$ cat src/hw/rtl/dltq_pkg.sv
// Shared types and codes of the delta-list task timer queue.
package dltq_pkg;

   typedef enum logic [1:0] {
      OP_ADD      = 2'd0,
      OP_TICK     = 2'd1,
      OP_DISPATCH = 2'd2,
      OP_NONE     = 2'd3
   } op_type;

   localparam int TAG_W  = 16;
   localparam int RUNS_W = 8;
   localparam int MS_W   = 32;
   localparam int CNT_W  = 5;

   typedef struct packed {
      logic load_req;
      logic div_step;
      logic div_load;
      logic walk_init;
      logic walk_adv;
      logic wr_cur_sub;
      logic wr_prev_link;
      logic wr_new;
      logic set_slot;
      logic set_full;
      logic cur_head;
      logic tick_wr;
      logic tick_adv;
      logic pop;
      logic out_load;
   } cmd_type;

   typedef struct packed {
      logic div_last;
      logic free_any;
      logic head_none;
      logic walk_stop;
      logic next_none;
      logic tick_more;
      logic runs_zero;
      logic period_zero;
   } sts_type;

endpackage

$ cat src/hw/rtl/dltq_ram.sv
// Generic single-write, single-read RAM with registered read data.
module dltq_ram #(
   parameter int WIDTH = 8,
   parameter int DEPTH = 8
) (
   input  logic                     clock,
   input  logic                     wr_en,
   input  logic [$clog2(DEPTH)-1:0] wr_addr,
   input  logic [WIDTH-1:0]         wr_data,
   input  logic [$clog2(DEPTH)-1:0] rd_addr,
   output logic [WIDTH-1:0]         rd_data
);
   logic [WIDTH-1:0] mem_ff [DEPTH];
   logic [WIDTH-1:0] rd_data_ff;

   always_ff @(posedge clock) begin
      if (wr_en) begin
         mem_ff[wr_addr] <= wr_data;
      end
      rd_data_ff <= mem_ff[rd_addr];
   end

   assign rd_data = rd_data_ff;
endmodule

$ cat src/hw/rtl/dltq_ctrl.sv
// Sequencer of the delta-list task timer queue.
module dltq_ctrl (
   input  logic             clock,
   input  logic             reset,
   input  logic             req_tvalid,
   output logic             req_tready,
   input  logic [1:0]       req_op,
   output logic             rsp_tvalid,
   input  logic             rsp_tready,
   output dltq_pkg::cmd_type cmd,
   input  dltq_pkg::sts_type sts
);
   import dltq_pkg::*;

   typedef enum logic [15:0] {
      ST_IDLE     = 16'h0001,
      ST_DIV      = 16'h0002,
      ST_DIV_FIN  = 16'h0004,
      ST_ADD_INIT = 16'h0008,
      ST_ADD_WAIT = 16'h0010,
      ST_ADD_CHK  = 16'h0020,
      ST_ADD_FIX  = 16'h0040,
      ST_ADD_LINK = 16'h0080,
      ST_ADD_NEW  = 16'h0100,
      ST_TK_INIT  = 16'h0200,
      ST_TK_WAIT  = 16'h0400,
      ST_TK_CHK   = 16'h0800,
      ST_DP_INIT  = 16'h1000,
      ST_DP_WAIT  = 16'h2000,
      ST_DP_CHK   = 16'h4000,
      ST_DONE     = 16'h8000
   } state_type;

   state_type state_ff, state_in;
   logic      rsp_valid_ff, rsp_valid_in;
   logic      readd_ff, readd_in;

   assign req_tready = (state_ff == ST_IDLE);
   assign rsp_tvalid = rsp_valid_ff;

   always_comb begin
      cmd      = '0;
      state_in = state_ff;
      readd_in = readd_ff;
      unique case (state_ff)
         ST_IDLE: begin
            if (req_tvalid) begin
               cmd.load_req = 1'b1;
               readd_in     = 1'b0;
               unique case (op_type'(req_op))
                  OP_ADD:      state_in = ST_DIV;
                  OP_TICK:     state_in = ST_TK_INIT;
                  OP_DISPATCH: state_in = ST_DP_INIT;
                  OP_NONE:     state_in = ST_DONE;
               endcase
            end
         end
         ST_DIV: begin
            cmd.div_step = 1'b1;
            if (sts.div_last) begin
               state_in = ST_DIV_FIN;
            end
         end
         ST_DIV_FIN: begin
            cmd.div_load = 1'b1;
            state_in     = ST_ADD_INIT;
         end
         ST_ADD_INIT: begin
            if (!sts.free_any) begin
               cmd.set_full = !readd_ff;
               state_in     = ST_DONE;
            end else begin
               cmd.walk_init = 1'b1;
               state_in      = sts.head_none ? ST_ADD_NEW : ST_ADD_WAIT;
            end
         end
         ST_ADD_WAIT: state_in = ST_ADD_CHK;
         ST_ADD_CHK: begin
            if (sts.walk_stop) begin
               state_in = ST_ADD_FIX;
            end else begin
               cmd.walk_adv = 1'b1;
               state_in     = sts.next_none ? ST_ADD_LINK : ST_ADD_WAIT;
            end
         end
         ST_ADD_FIX: begin
            cmd.wr_cur_sub = 1'b1;
            state_in       = ST_ADD_LINK;
         end
         ST_ADD_LINK: begin
            cmd.wr_prev_link = 1'b1;
            state_in         = ST_ADD_NEW;
         end
         ST_ADD_NEW: begin
            cmd.wr_new   = 1'b1;
            cmd.set_slot = !readd_ff;
            state_in     = ST_DONE;
         end
         ST_TK_INIT: begin
            if (sts.head_none) begin
               state_in = ST_DONE;
            end else begin
               cmd.cur_head = 1'b1;
               state_in     = ST_TK_WAIT;
            end
         end
         ST_TK_WAIT: state_in = ST_TK_CHK;
         ST_TK_CHK: begin
            cmd.tick_wr = 1'b1;
            if (sts.tick_more) begin
               cmd.tick_adv = 1'b1;
               state_in     = ST_TK_WAIT;
            end else begin
               state_in = ST_DONE;
            end
         end
         ST_DP_INIT: begin
            if (sts.head_none) begin
               state_in = ST_DONE;
            end else begin
               cmd.cur_head = 1'b1;
               state_in     = ST_DP_WAIT;
            end
         end
         ST_DP_WAIT: state_in = ST_DP_CHK;
         ST_DP_CHK: begin
            if (sts.runs_zero) begin
               state_in = ST_DONE;
            end else begin
               cmd.pop = 1'b1;
               if (sts.period_zero) begin
                  state_in = ST_DONE;
               end else begin
                  readd_in = 1'b1;
                  state_in = ST_ADD_INIT;
               end
            end
         end
         ST_DONE: begin
            if (!rsp_valid_ff || rsp_tready) begin
               cmd.out_load = 1'b1;
               state_in     = ST_IDLE;
            end
         end
         default: state_in = ST_IDLE;
      endcase
   end

   always_comb begin
      if (cmd.out_load) begin
         rsp_valid_in = 1'b1;
      end else if (rsp_tready) begin
         rsp_valid_in = 1'b0;
      end else begin
         rsp_valid_in = rsp_valid_ff;
      end
   end

   always_ff @(posedge clock) begin
      if (reset) begin
         state_ff     <= ST_IDLE;
         rsp_valid_ff <= 1'b0;
         readd_ff     <= 1'b0;
      end else begin
         state_ff     <= state_in;
         rsp_valid_ff <= rsp_valid_in;
         readd_ff     <= readd_in;
      end
   end
endmodule

$ cat src/hw/rtl/dltq_dp.sv
// Datapath of the delta-list task timer queue: slot table, list walk and divider.
module dltq_dp #(
   parameter int SLOTS   = 8,
   parameter int TICK_MS = 10,
   parameter int SW      = $clog2(SLOTS + 1)
) (
   input  logic                     clock,
   input  logic                     reset,
   input  logic [15:0]              req_tag,
   input  logic [31:0]              req_delay,
   input  logic [31:0]              req_period,
   input  dltq_pkg::cmd_type        cmd,
   output dltq_pkg::sts_type        sts,
   output logic [SW-1:0]            out_slot,
   output logic                     out_run_valid,
   output logic [15:0]              out_run_tag
);
   import dltq_pkg::*;

   localparam longint QMAX = 64'hFFFFFFFF / TICK_MS;
   localparam int DW   = $clog2(QMAX + 1);
   localparam int AW   = $clog2(SLOTS);
   localparam int LW   = $clog2(TICK_MS);
   localparam int SH   = MS_W + LW;
   localparam logic [63:0] RECIP = ((64'd1 << SH) + 64'(TICK_MS) - 64'd1) / 64'(TICK_MS);
   localparam logic [15:0] RC_LO = RECIP[15:0];
   localparam logic [16:0] RC_HI = RECIP[32:16];
   localparam int PW   = MS_W + 17;
   localparam int AC_W = MS_W + 33;
   localparam int REC_W = TAG_W + 2 * DW + RUNS_W + SW;
   localparam int NXT_L = 0;
   localparam int RUN_L = SW;
   localparam int PER_L = SW + RUNS_W;
   localparam int DEL_L = PER_L + DW;
   localparam int TAG_L = DEL_L + DW;
   localparam logic [SW-1:0] NONE = SW'(SLOTS);

   logic [SLOTS-1:0]  used_ff, used_in;
   logic [SW-1:0]     head_ff, head_in;
   logic [SW-1:0]     cur_ff, cur_in;
   logic [SW-1:0]     prev_ff, prev_in;
   logic [SW-1:0]     new_ff, new_in;
   logic [REC_W-1:0]  prev_rec_ff, prev_rec_in;
   logic [DW-1:0]     d_ff, d_in;
   logic [DW-1:0]     p_ff, p_in;
   logic [TAG_W-1:0]  tag_ff, tag_in;
   logic              first_ff, first_in;
   logic [MS_W-1:0]   xd_ff, xd_in, xp_ff, xp_in;
   logic [AC_W-1:0]   ad_ff, ad_in, ap_ff, ap_in;
   logic [CNT_W-1:0]  cnt_ff, cnt_in;
   logic [SW-1:0]     res_slot_ff, res_slot_in;
   logic              res_rv_ff, res_rv_in;
   logic [TAG_W-1:0]  res_tag_ff, res_tag_in;
   logic [SW-1:0]     o_slot_ff, o_slot_in;
   logic              o_rv_ff, o_rv_in;
   logic [TAG_W-1:0]  o_tag_ff, o_tag_in;

   logic [REC_W-1:0]  rdata, wdata;
   logic              we;
   logic [SW-1:0]     waddr;
   logic [SW-1:0]     free_idx;
   logic              free_any;
   logic [SW-1:0]     c_next;
   logic [RUNS_W-1:0] c_runs, c_runs_inc;
   logic [DW-1:0]     c_per, c_del, nd;
   logic [TAG_W-1:0]  c_tag;
   logic [16:0]       coef;
   logic [PW-1:0]     pd, pp;

   dltq_ram #(.WIDTH(REC_W), .DEPTH(SLOTS)) u_ram (
      .clock   (clock),
      .wr_en   (we),
      .wr_addr (waddr[AW-1:0]),
      .wr_data (wdata),
      .rd_addr (cur_ff[AW-1:0]),
      .rd_data (rdata)
   );

   assign c_next = rdata[NXT_L +: SW];
   assign c_runs = rdata[RUN_L +: RUNS_W];
   assign c_per  = rdata[PER_L +: DW];
   assign c_del  = rdata[DEL_L +: DW];
   assign c_tag  = rdata[TAG_L +: TAG_W];
   assign c_runs_inc = (c_runs == '1) ? c_runs : c_runs + RUNS_W'(1);
   assign nd = (first_ff && c_del != '0) ? c_del - DW'(1) : c_del;

   always_comb begin
      free_idx = NONE;
      free_any = 1'b0;
      for (int i = SLOTS - 1; i >= 0; i--) begin
         if (!used_ff[i]) begin
            free_idx = SW'(i);
            free_any = 1'b1;
         end
      end
   end

   // reciprocal multiply: low coefficient half first, high half second
   assign coef = cnt_ff[0] ? RC_HI : {1'b0, RC_LO};
   assign pd   = PW'(xd_ff) * PW'(coef);
   assign pp   = PW'(xp_ff) * PW'(coef);

   always_comb begin
      sts.div_last    = (cnt_ff == CNT_W'(1));
      sts.free_any    = free_any;
      sts.head_none   = (head_ff == NONE);
      sts.walk_stop   = (d_ff < c_del);
      sts.next_none   = (c_next == NONE);
      sts.tick_more   = (nd == '0) && (c_next != NONE);
      sts.runs_zero   = (c_runs == '0);
      sts.period_zero = (c_per == '0);
   end

   always_comb begin
      we    = 1'b0;
      waddr = cur_ff;
      wdata = rdata;
      priority if (cmd.wr_cur_sub) begin
         we    = 1'b1;
         wdata = {c_tag, c_del - d_ff, c_per, c_runs, c_next};
      end else if (cmd.wr_prev_link) begin
         we    = (prev_ff != NONE);
         waddr = prev_ff;
         wdata = {prev_rec_ff[REC_W-1:SW], new_ff};
      end else if (cmd.wr_new) begin
         we    = 1'b1;
         waddr = new_ff;
         wdata = {tag_ff, d_ff, p_ff, RUNS_W'(0), cur_ff};
      end else if (cmd.tick_wr) begin
         we    = first_ff || (nd == '0);
         wdata = {c_tag, nd, c_per, (nd == '0) ? c_runs_inc : c_runs, c_next};
      end
   end

   always_comb begin
      used_in     = used_ff;
      head_in     = head_ff;
      cur_in      = cur_ff;
      prev_in     = prev_ff;
      new_in      = new_ff;
      prev_rec_in = prev_rec_ff;
      d_in        = d_ff;
      p_in        = p_ff;
      tag_in      = tag_ff;
      first_in    = first_ff;
      xd_in       = xd_ff;
      xp_in       = xp_ff;
      ad_in       = ad_ff;
      ap_in       = ap_ff;
      cnt_in      = cnt_ff;
      res_slot_in = res_slot_ff;
      res_rv_in   = res_rv_ff;
      res_tag_in  = res_tag_ff;
      o_slot_in   = o_slot_ff;
      o_rv_in     = o_rv_ff;
      o_tag_in    = o_tag_ff;
      if (cmd.load_req) begin
         tag_in      = req_tag;
         xd_in       = req_delay;
         xp_in       = req_period;
         cnt_in      = '0;
         res_slot_in = '0;
         res_rv_in   = 1'b0;
         res_tag_in  = '0;
      end
      if (cmd.div_step) begin
         if (cnt_ff[0]) begin
            ad_in = ad_ff + (AC_W'(pd) << 16);
            ap_in = ap_ff + (AC_W'(pp) << 16);
         end else begin
            ad_in = AC_W'(pd);
            ap_in = AC_W'(pp);
         end
         cnt_in = cnt_ff + CNT_W'(1);
      end
      if (cmd.div_load) begin
         d_in = DW'(ad_ff >> SH);
         p_in = DW'(ap_ff >> SH);
      end
      if (cmd.walk_init) begin
         cur_in  = head_ff;
         prev_in = NONE;
         new_in  = free_idx;
      end
      if (cmd.walk_adv) begin
         prev_in     = cur_ff;
         prev_rec_in = rdata;
         cur_in      = c_next;
         d_in        = d_ff - c_del;
      end
      if (cmd.wr_new) begin
         used_in[new_ff[AW-1:0]] = 1'b1;
         if (prev_ff == NONE) begin
            head_in = new_ff;
         end
      end
      if (cmd.set_slot) begin
         res_slot_in = new_ff;
      end
      if (cmd.set_full) begin
         res_slot_in = NONE;
      end
      if (cmd.cur_head) begin
         cur_in   = head_ff;
         first_in = 1'b1;
      end
      if (cmd.tick_adv) begin
         cur_in   = c_next;
         first_in = 1'b0;
      end
      if (cmd.pop) begin
         head_in                 = c_next;
         used_in[cur_ff[AW-1:0]] = 1'b0;
         res_rv_in               = 1'b1;
         res_tag_in              = c_tag;
         tag_in                  = c_tag;
         d_in                    = c_per;
         p_in                    = c_per;
      end
      if (cmd.out_load) begin
         o_slot_in = res_slot_ff;
         o_rv_in   = res_rv_ff;
         o_tag_in  = res_tag_ff;
      end
   end

   always_ff @(posedge clock) begin
      if (reset) begin
         used_ff <= '0;
         head_ff <= NONE;
      end else begin
         used_ff <= used_in;
         head_ff <= head_in;
      end
   end

   always_ff @(posedge clock) begin
      cur_ff      <= cur_in;
      prev_ff     <= prev_in;
      new_ff      <= new_in;
      prev_rec_ff <= prev_rec_in;
      d_ff        <= d_in;
      p_ff        <= p_in;
      tag_ff      <= tag_in;
      first_ff    <= first_in;
      xd_ff       <= xd_in;
      xp_ff       <= xp_in;
      ad_ff       <= ad_in;
      ap_ff       <= ap_in;
      cnt_ff      <= cnt_in;
      res_slot_ff <= res_slot_in;
      res_rv_ff   <= res_rv_in;
      res_tag_ff  <= res_tag_in;
      o_slot_ff   <= o_slot_in;
      o_rv_ff     <= o_rv_in;
      o_tag_ff    <= o_tag_in;
   end

   assign out_slot      = o_slot_ff;
   assign out_run_valid = o_rv_ff;
   assign out_run_tag   = o_tag_ff;
endmodule

$ cat src/hw/rtl/delta_list_task_timer_queue.sv
// Top level of the delta-list task timer queue.
// Use: send one request per transfer on the req_ channel; req_tuser carries the
// operation (add, tick, dispatch or none), req_tdata the tag, delay and period in ms.
// Every request returns exactly one transfer on the rsp_ channel: the slot taken
// by an add (SLOTS when full), or run_valid and run_tag for a dispatch.
// What each request does, walking the list entry by entry:
//   add: a reciprocal multiply, low coefficient half then high half, scales
//        delay and period to ticks; the walk then finds the entry's place, and
//        when it lands before another entry, that entry's delta is cut first;
//        a full table ends the add at once, an empty list skips the walk.
//   tick: lowers the head's delta, walks on while entries reach zero delta.
//   dispatch: pops the head if it has runs left; a repeating task is re-added in
//        the same request by the add walk; an empty list ends at once.
// Each visited entry waits for the registered read of the slot RAM.
// One request is in work at a time; req_tready is high only while idle, so a new
// request is taken only once the last one's result is in the output register.
// A finished result sits in the output register; the next request is taken
// while it waits, but its own result holds until rsp_tready frees that register.
// Reset empties the list and frees all slots at once; no clearing pass.
module delta_list_task_timer_queue #(
   parameter int SLOTS   = 8,
   parameter int TICK_MS = 10,
   parameter int SW      = $clog2(SLOTS + 1),
   parameter int RSP_W   = ((SW + 17 + 7) / 8) * 8
) (
   input  logic             clock,
   input  logic             reset,
   input  logic             req_tvalid,
   output logic             req_tready,
   input  logic [79:0]      req_tdata,  // task_tag[15:0], delay[47:16], period[79:48]
   input  logic [1:0]       req_tuser,  // op[1:0]
   output logic             rsp_tvalid,
   input  logic             rsp_tready,
   output logic [RSP_W-1:0] rsp_tdata   // slot, run_valid, run_tag, zero fill
);
   import dltq_pkg::*;

   cmd_type       cmd;
   sts_type       sts;
   logic [SW-1:0] out_slot;
   logic          out_run_valid;
   logic [15:0]   out_run_tag;

   dltq_ctrl u_ctrl (
      .clock      (clock),
      .reset      (reset),
      .req_tvalid (req_tvalid),
      .req_tready (req_tready),
      .req_op     (req_tuser),
      .rsp_tvalid (rsp_tvalid),
      .rsp_tready (rsp_tready),
      .cmd        (cmd),
      .sts        (sts)
   );

   dltq_dp #(.SLOTS(SLOTS), .TICK_MS(TICK_MS), .SW(SW)) u_dp (
      .clock         (clock),
      .reset         (reset),
      .req_tag       (req_tdata[15:0]),
      .req_delay     (req_tdata[47:16]),
      .req_period    (req_tdata[79:48]),
      .cmd           (cmd),
      .sts           (sts),
      .out_slot      (out_slot),
      .out_run_valid (out_run_valid),
      .out_run_tag   (out_run_tag)
   );

   assign rsp_tdata = RSP_W'({out_run_tag, out_run_valid, out_slot});
endmodule
$ cat config.mk
export PLATFORM = sky130hd
export DESIGN_NAME = delta_list_task_timer_queue
export DESIGN_NICKNAME = d
export VERILOG_FILES = /design/src/hw/rtl/dltq_pkg.sv /design/src/hw/rtl/dltq_ram.sv /design/src/hw/rtl/dltq_ctrl.sv /design/src/hw/rtl/dltq_dp.sv /design/src/hw/rtl/delta_list_task_timer_queue.sv
export SDC_FILE = /design/constraint.sdc
export NUM_CORES = 2
export LEC_CHECK = 0
export BUFFER_PORTS_ARGS = -buffer_cell sky130_fd_sc_hd__buf_2
export CORE_UTILIZATION = 29
export CTS_CLUSTER_SIZE = 24
export DETAILED_ROUTE_END_ITERATION = 10
export GPL_TIMING_DRIVEN = 1
export PLACE_DENSITY = 0.42
export SLEW_MARGIN = 20
export SYNTH_ARGS = -nofsm -noshare
export SYNTH_HDL_FRONTEND = slang
export SYNTH_SLANG_ARGS = --single-unit
$ cat constraint.sdc
create_clock -name clock -period 11.95 [get_ports clock]
set_input_delay 2.39 -clock clock [delete_from_list [all_inputs] [get_ports clock]]
set_output_delay 2.39 -clock clock [all_outputs]
set_load 0.05 [all_outputs]
==> results.md <==
- CP peak stage delay: 0.59 ns
- Setup slack on the worst flop-to-flop path: 2.88 ns
- Worst-case clock skew: 0.0639 ns
- Antenna violations before repair: 6
- Total length of routed wires: 229000 um
- Area after DPL: 79800 sq um
- Post-synthesis instance total: 6403
- Critical path start-end classification: reg2reg
- Final hold slack: 0.413 ns
- Multi-input gate area in the final layout: 36800 sq um
- Critical register-to-register path endpoint: u_dp.ap_ff[61]$_SDFFCE_PN0P_
- Clock tree from TritonCTS: built
- Fill cell count: 26.1k
- Fraction of the mapped netlist area in compound gates: 11.5%
- Adder-cell share of the synthesized area: 22.5%
- Worst flop-to-flop path startpoint: u_dp.cnt_ff[0]$_SDFFCE_PN0P_
- Class of the tightest hold or removal check: reg2reg
- Most common cell after layout, fill and taps aside: sky130_fd_sc_hd__edfxtp_1
- Number of detailed-routing iterations run before antenna repair: 5
- Fraction of the mapped netlist area in simple logic gates: 8.21%
- Clock-pin slew on the worst setup and hold paths: 0.06 ns
- Worst reg2reg path depth: 32
- Total overflow reported by the global router: 0
- Global-route wire length before repair: 338000 um
- Max-capacitance violation count: 0
- Total of buffers placed on input and output ports: 108
- Area of the die: 261000 sq um
- Largest net degree at the start of global routing: 87
- Min Clock Period, post-route: 9.07 ns
- Number of warning messages in the yosys log: 0
- FFs w/ async S/R, synth: 0%
- # IOs: 112
- Setup bufs post-CTS: 0
- Clk Tree Root Cell: sky130_fd_sc_hd__clkbuf_16
- Antenna viol nets, final: 0
- CP endpoint kind: register
- H-tree Lvls: 4
- Final number of hold-violating endpoints: 0
- Number of vias per cell: 4.89
- Final setup vio count: 0
- Total number of placement rows: 186
- Most common flop cell mapped by yosys: sky130_fd_sc_hd__edfxtp_1
- Total vias in the final route: 49.1k
- Max stage delay cell, worst path: sky130_fd_sc_hd__buf_4
- FF/Latch Area: 34300 sq um
- Share of the clock period used by the worst path after layout: 75.9%
- Hold wc startpoint: u_dp.res_tag_ff[6]$_SDFFCE_PN0P_
- Number of design rule violations left after detail routing: 0
- Peak Freq: 110 MHz
- Post-synthesis sequential area ratio: 45.7%
- TritonCTS Buffers: 143
- Share of cells above drive strength 1: 9.39%
- Post-layout util: 32.9%
- Number of enable flip-flop cells after synthesis: 1060
- Number of instances resized during post-cts repair: 0
- Initial core utilization: 29.2%
- #FFs+latches synth: 1182
- Type of element launching the critical path: register
- Core area: 257000 sq um
- Via count of the first global-routing pass: 51.3k
- Average wire per cell in the routed design: 22.9 um
- Final #Nets: 7681
- Worst-skew pair later-pin latency: 0.83 ns
- Global-route usage over all layers: 17.5%
- Height of the die: 511 um
- Tightest Pin Transition: 1.15 ns
- Final Max Tran Viols: 0
- Synthesized area: 75000 sq um
- Clk sink count: 1182
- Commonest cells after routing, fill and taps aside: sky130_fd_sc_hd__edfxtp_1 (1060), sky130_fd_sc_hd__inv_1 (861), sky130_fd_sc_hd__ha_1 (624)
- RSZ-0062 raised after global routing: false
- Final RePlAce weighted congestion: 0.851
- Iter 0 DRT Violations: 2883
- Post-layout instance area: 84500 sq um
- Worst slew slack as a fraction of its limit: 23.3%
- Outcome: completed
- Maximum clock path buffer count: 3
- Endpoint of the worst hold path: u_dp.out_run_tag[6]$_DFFE_PP_
- Number of distinct library cell variants in the gate-level netlist after synthesis: 95
- Half-perimeter wire length after detailed placement: 159000 um
- Main combinational cell family by area after synthesis: adder cells
- Number of cells on the worst hold path: 0
- Xor-xnor portion of the synthesized cell area: 2.89%
- Post-synthesis mux area share: 3.63%
- Hold buffer count at cts: 0
- Synthesized area divided by synthesized cell count: 11.7 sq um
- Post-route setup TNS: 0 ns
- WP data arrival: 9.60 ns
- Crit-path max FO: 56
- Horiz. Die Dim: 511 um
- Post-synthesis to final-layout area growth: 12.7%
- Required time at the worst-slack endpoint: 12.48 ns
cells by family (layout without fill, tap and decap cells):
group | count (synthesis) | count (layout)
flops | 1182 | 1182
compound gates | 1302 | 1302
buf+inv | 1093 | 1320
simple gates | 1278 | 1278
fa+ha+maj | 1078 | 1078
xor+xnor | 246 | 246
mux | 223 | 223
other cells | 1 | 12
synthesized netlist by cell type, drive strengths merged, types with 83 or more instances:
cell / count / share of area, %
edfxtp: 1060 / 42
inv: 865 / 4.3
ha: 624 / 10
fa: 454 / 12
nand2: 433 / 2.2
nor2: 326 / 1.6
a21oi: 274 / 1.8
o21ai: 266 / 1.8
clkbuf: 198 / 0.99
a21o: 194 / 1.9
xnor2: 164 / 1.9
mux2: 131 / 2.0
a221oi: 122 / 1.4
dfxtp: 122 / 3.3
and2: 94 / 0.78
a31oi: 89 / 0.75
nor2b: 83 / 0.69
per-layer routing:
layer	GRT usage (%)	vias up	wire, um
met5	0	-	0
met4	4.74	0	5560
met3	2.56	250	9570
met2	29.3	989	108000
met1	23.6	24800	106000
li1	-	23000	-
per-stage QoR:
step	setup WS (ns)	std cells
2_1_floorplan	2.87	6411
3_3_place_gp	2.84	9756
3_5_place_dp	2.88	9756
4_1_cts	2.84	10000
5_1_grt	2.16	10000
6_report	2.88	10000
worst max-delay path by stage:
stage                                         from                           endpoint  slack (ns)  cells past startpoint
finish                u_dp.cnt_ff[0]$_SDFFCE_PN0P_       u_dp.ap_ff[61]$_SDFFCE_PN0P_        2.88                     32
global route          u_dp.cnt_ff[0]$_SDFFCE_PN0P_       u_dp.ap_ff[61]$_SDFFCE_PN0P_        2.16                     30
CTS                   u_dp.cnt_ff[0]$_SDFFCE_PN0P_       u_dp.ap_ff[61]$_SDFFCE_PN0P_        2.84                     32
detailed placement    u_dp.cnt_ff[0]$_SDFFCE_PN0P_       u_dp.ap_ff[61]$_SDFFCE_PN0P_        2.88                     32
global placement      u_dp.cnt_ff[0]$_SDFFCE_PN0P_       u_dp.ap_ff[61]$_SDFFCE_PN0P_        2.84                     32
floorplan           u_dp.u_ram.rd_data[42]$_DFF_P_  u_dp.u_ram.mem_ff[1][0]$_DFFE_PP_        2.87                     13
sequential cells by signal, indices dropped and copies added (netlist names), 4 cells and up:
signal	cells
u_dp.xd_ff	32
u_dp.p_ff	29
u_dp.new_ff	4
u_dp.head_ff	4
u_dp.ad_ff	49
u_dp.u_ram.mem_ff	688
u_dp.used_ff	8
u_dp.d_ff	29
u_dp.tag_ff	16
u_dp.xp_ff	32
u_dp.out_slot	4
u_dp.res_tag_ff	16
u_dp.out_run_tag	16
u_dp.prev_rec_ff	82
u_dp.cur_ff	4
u_dp.cnt_ff	5
u_dp.ap_ff	49
u_dp.u_ram.rd_data	86
u_dp.prev_ff	4
u_ctrl.state_ff	16
u_dp.res_slot_ff	4
layout make-up:
cell class	count	area share (%)
multi-input cells	4136	43.6
flip-flops and latches	1182	40.5
well taps	3384	5.01
clock buffers	204	4.61
inverters	867	3.86
repair buffers	187	1.39
clock inverters	62	1.02
diodes	3	0.00888
worst max-delay path: cells and delay by family (launching register included):
family / cells / cell delay (ns)
xor+xnor: 2 / 0.38
flops: 1 / 0.35
fa+ha+maj: 8 / 3.11
compound gates: 10 / 2.75
simple gates: 5 / 0.69
buf+inv: 7 / 1.43
Power is left out: the tool's default activity adds up to more than one toggle a clock period on the data nets, which glitch-free logic cannot reach.
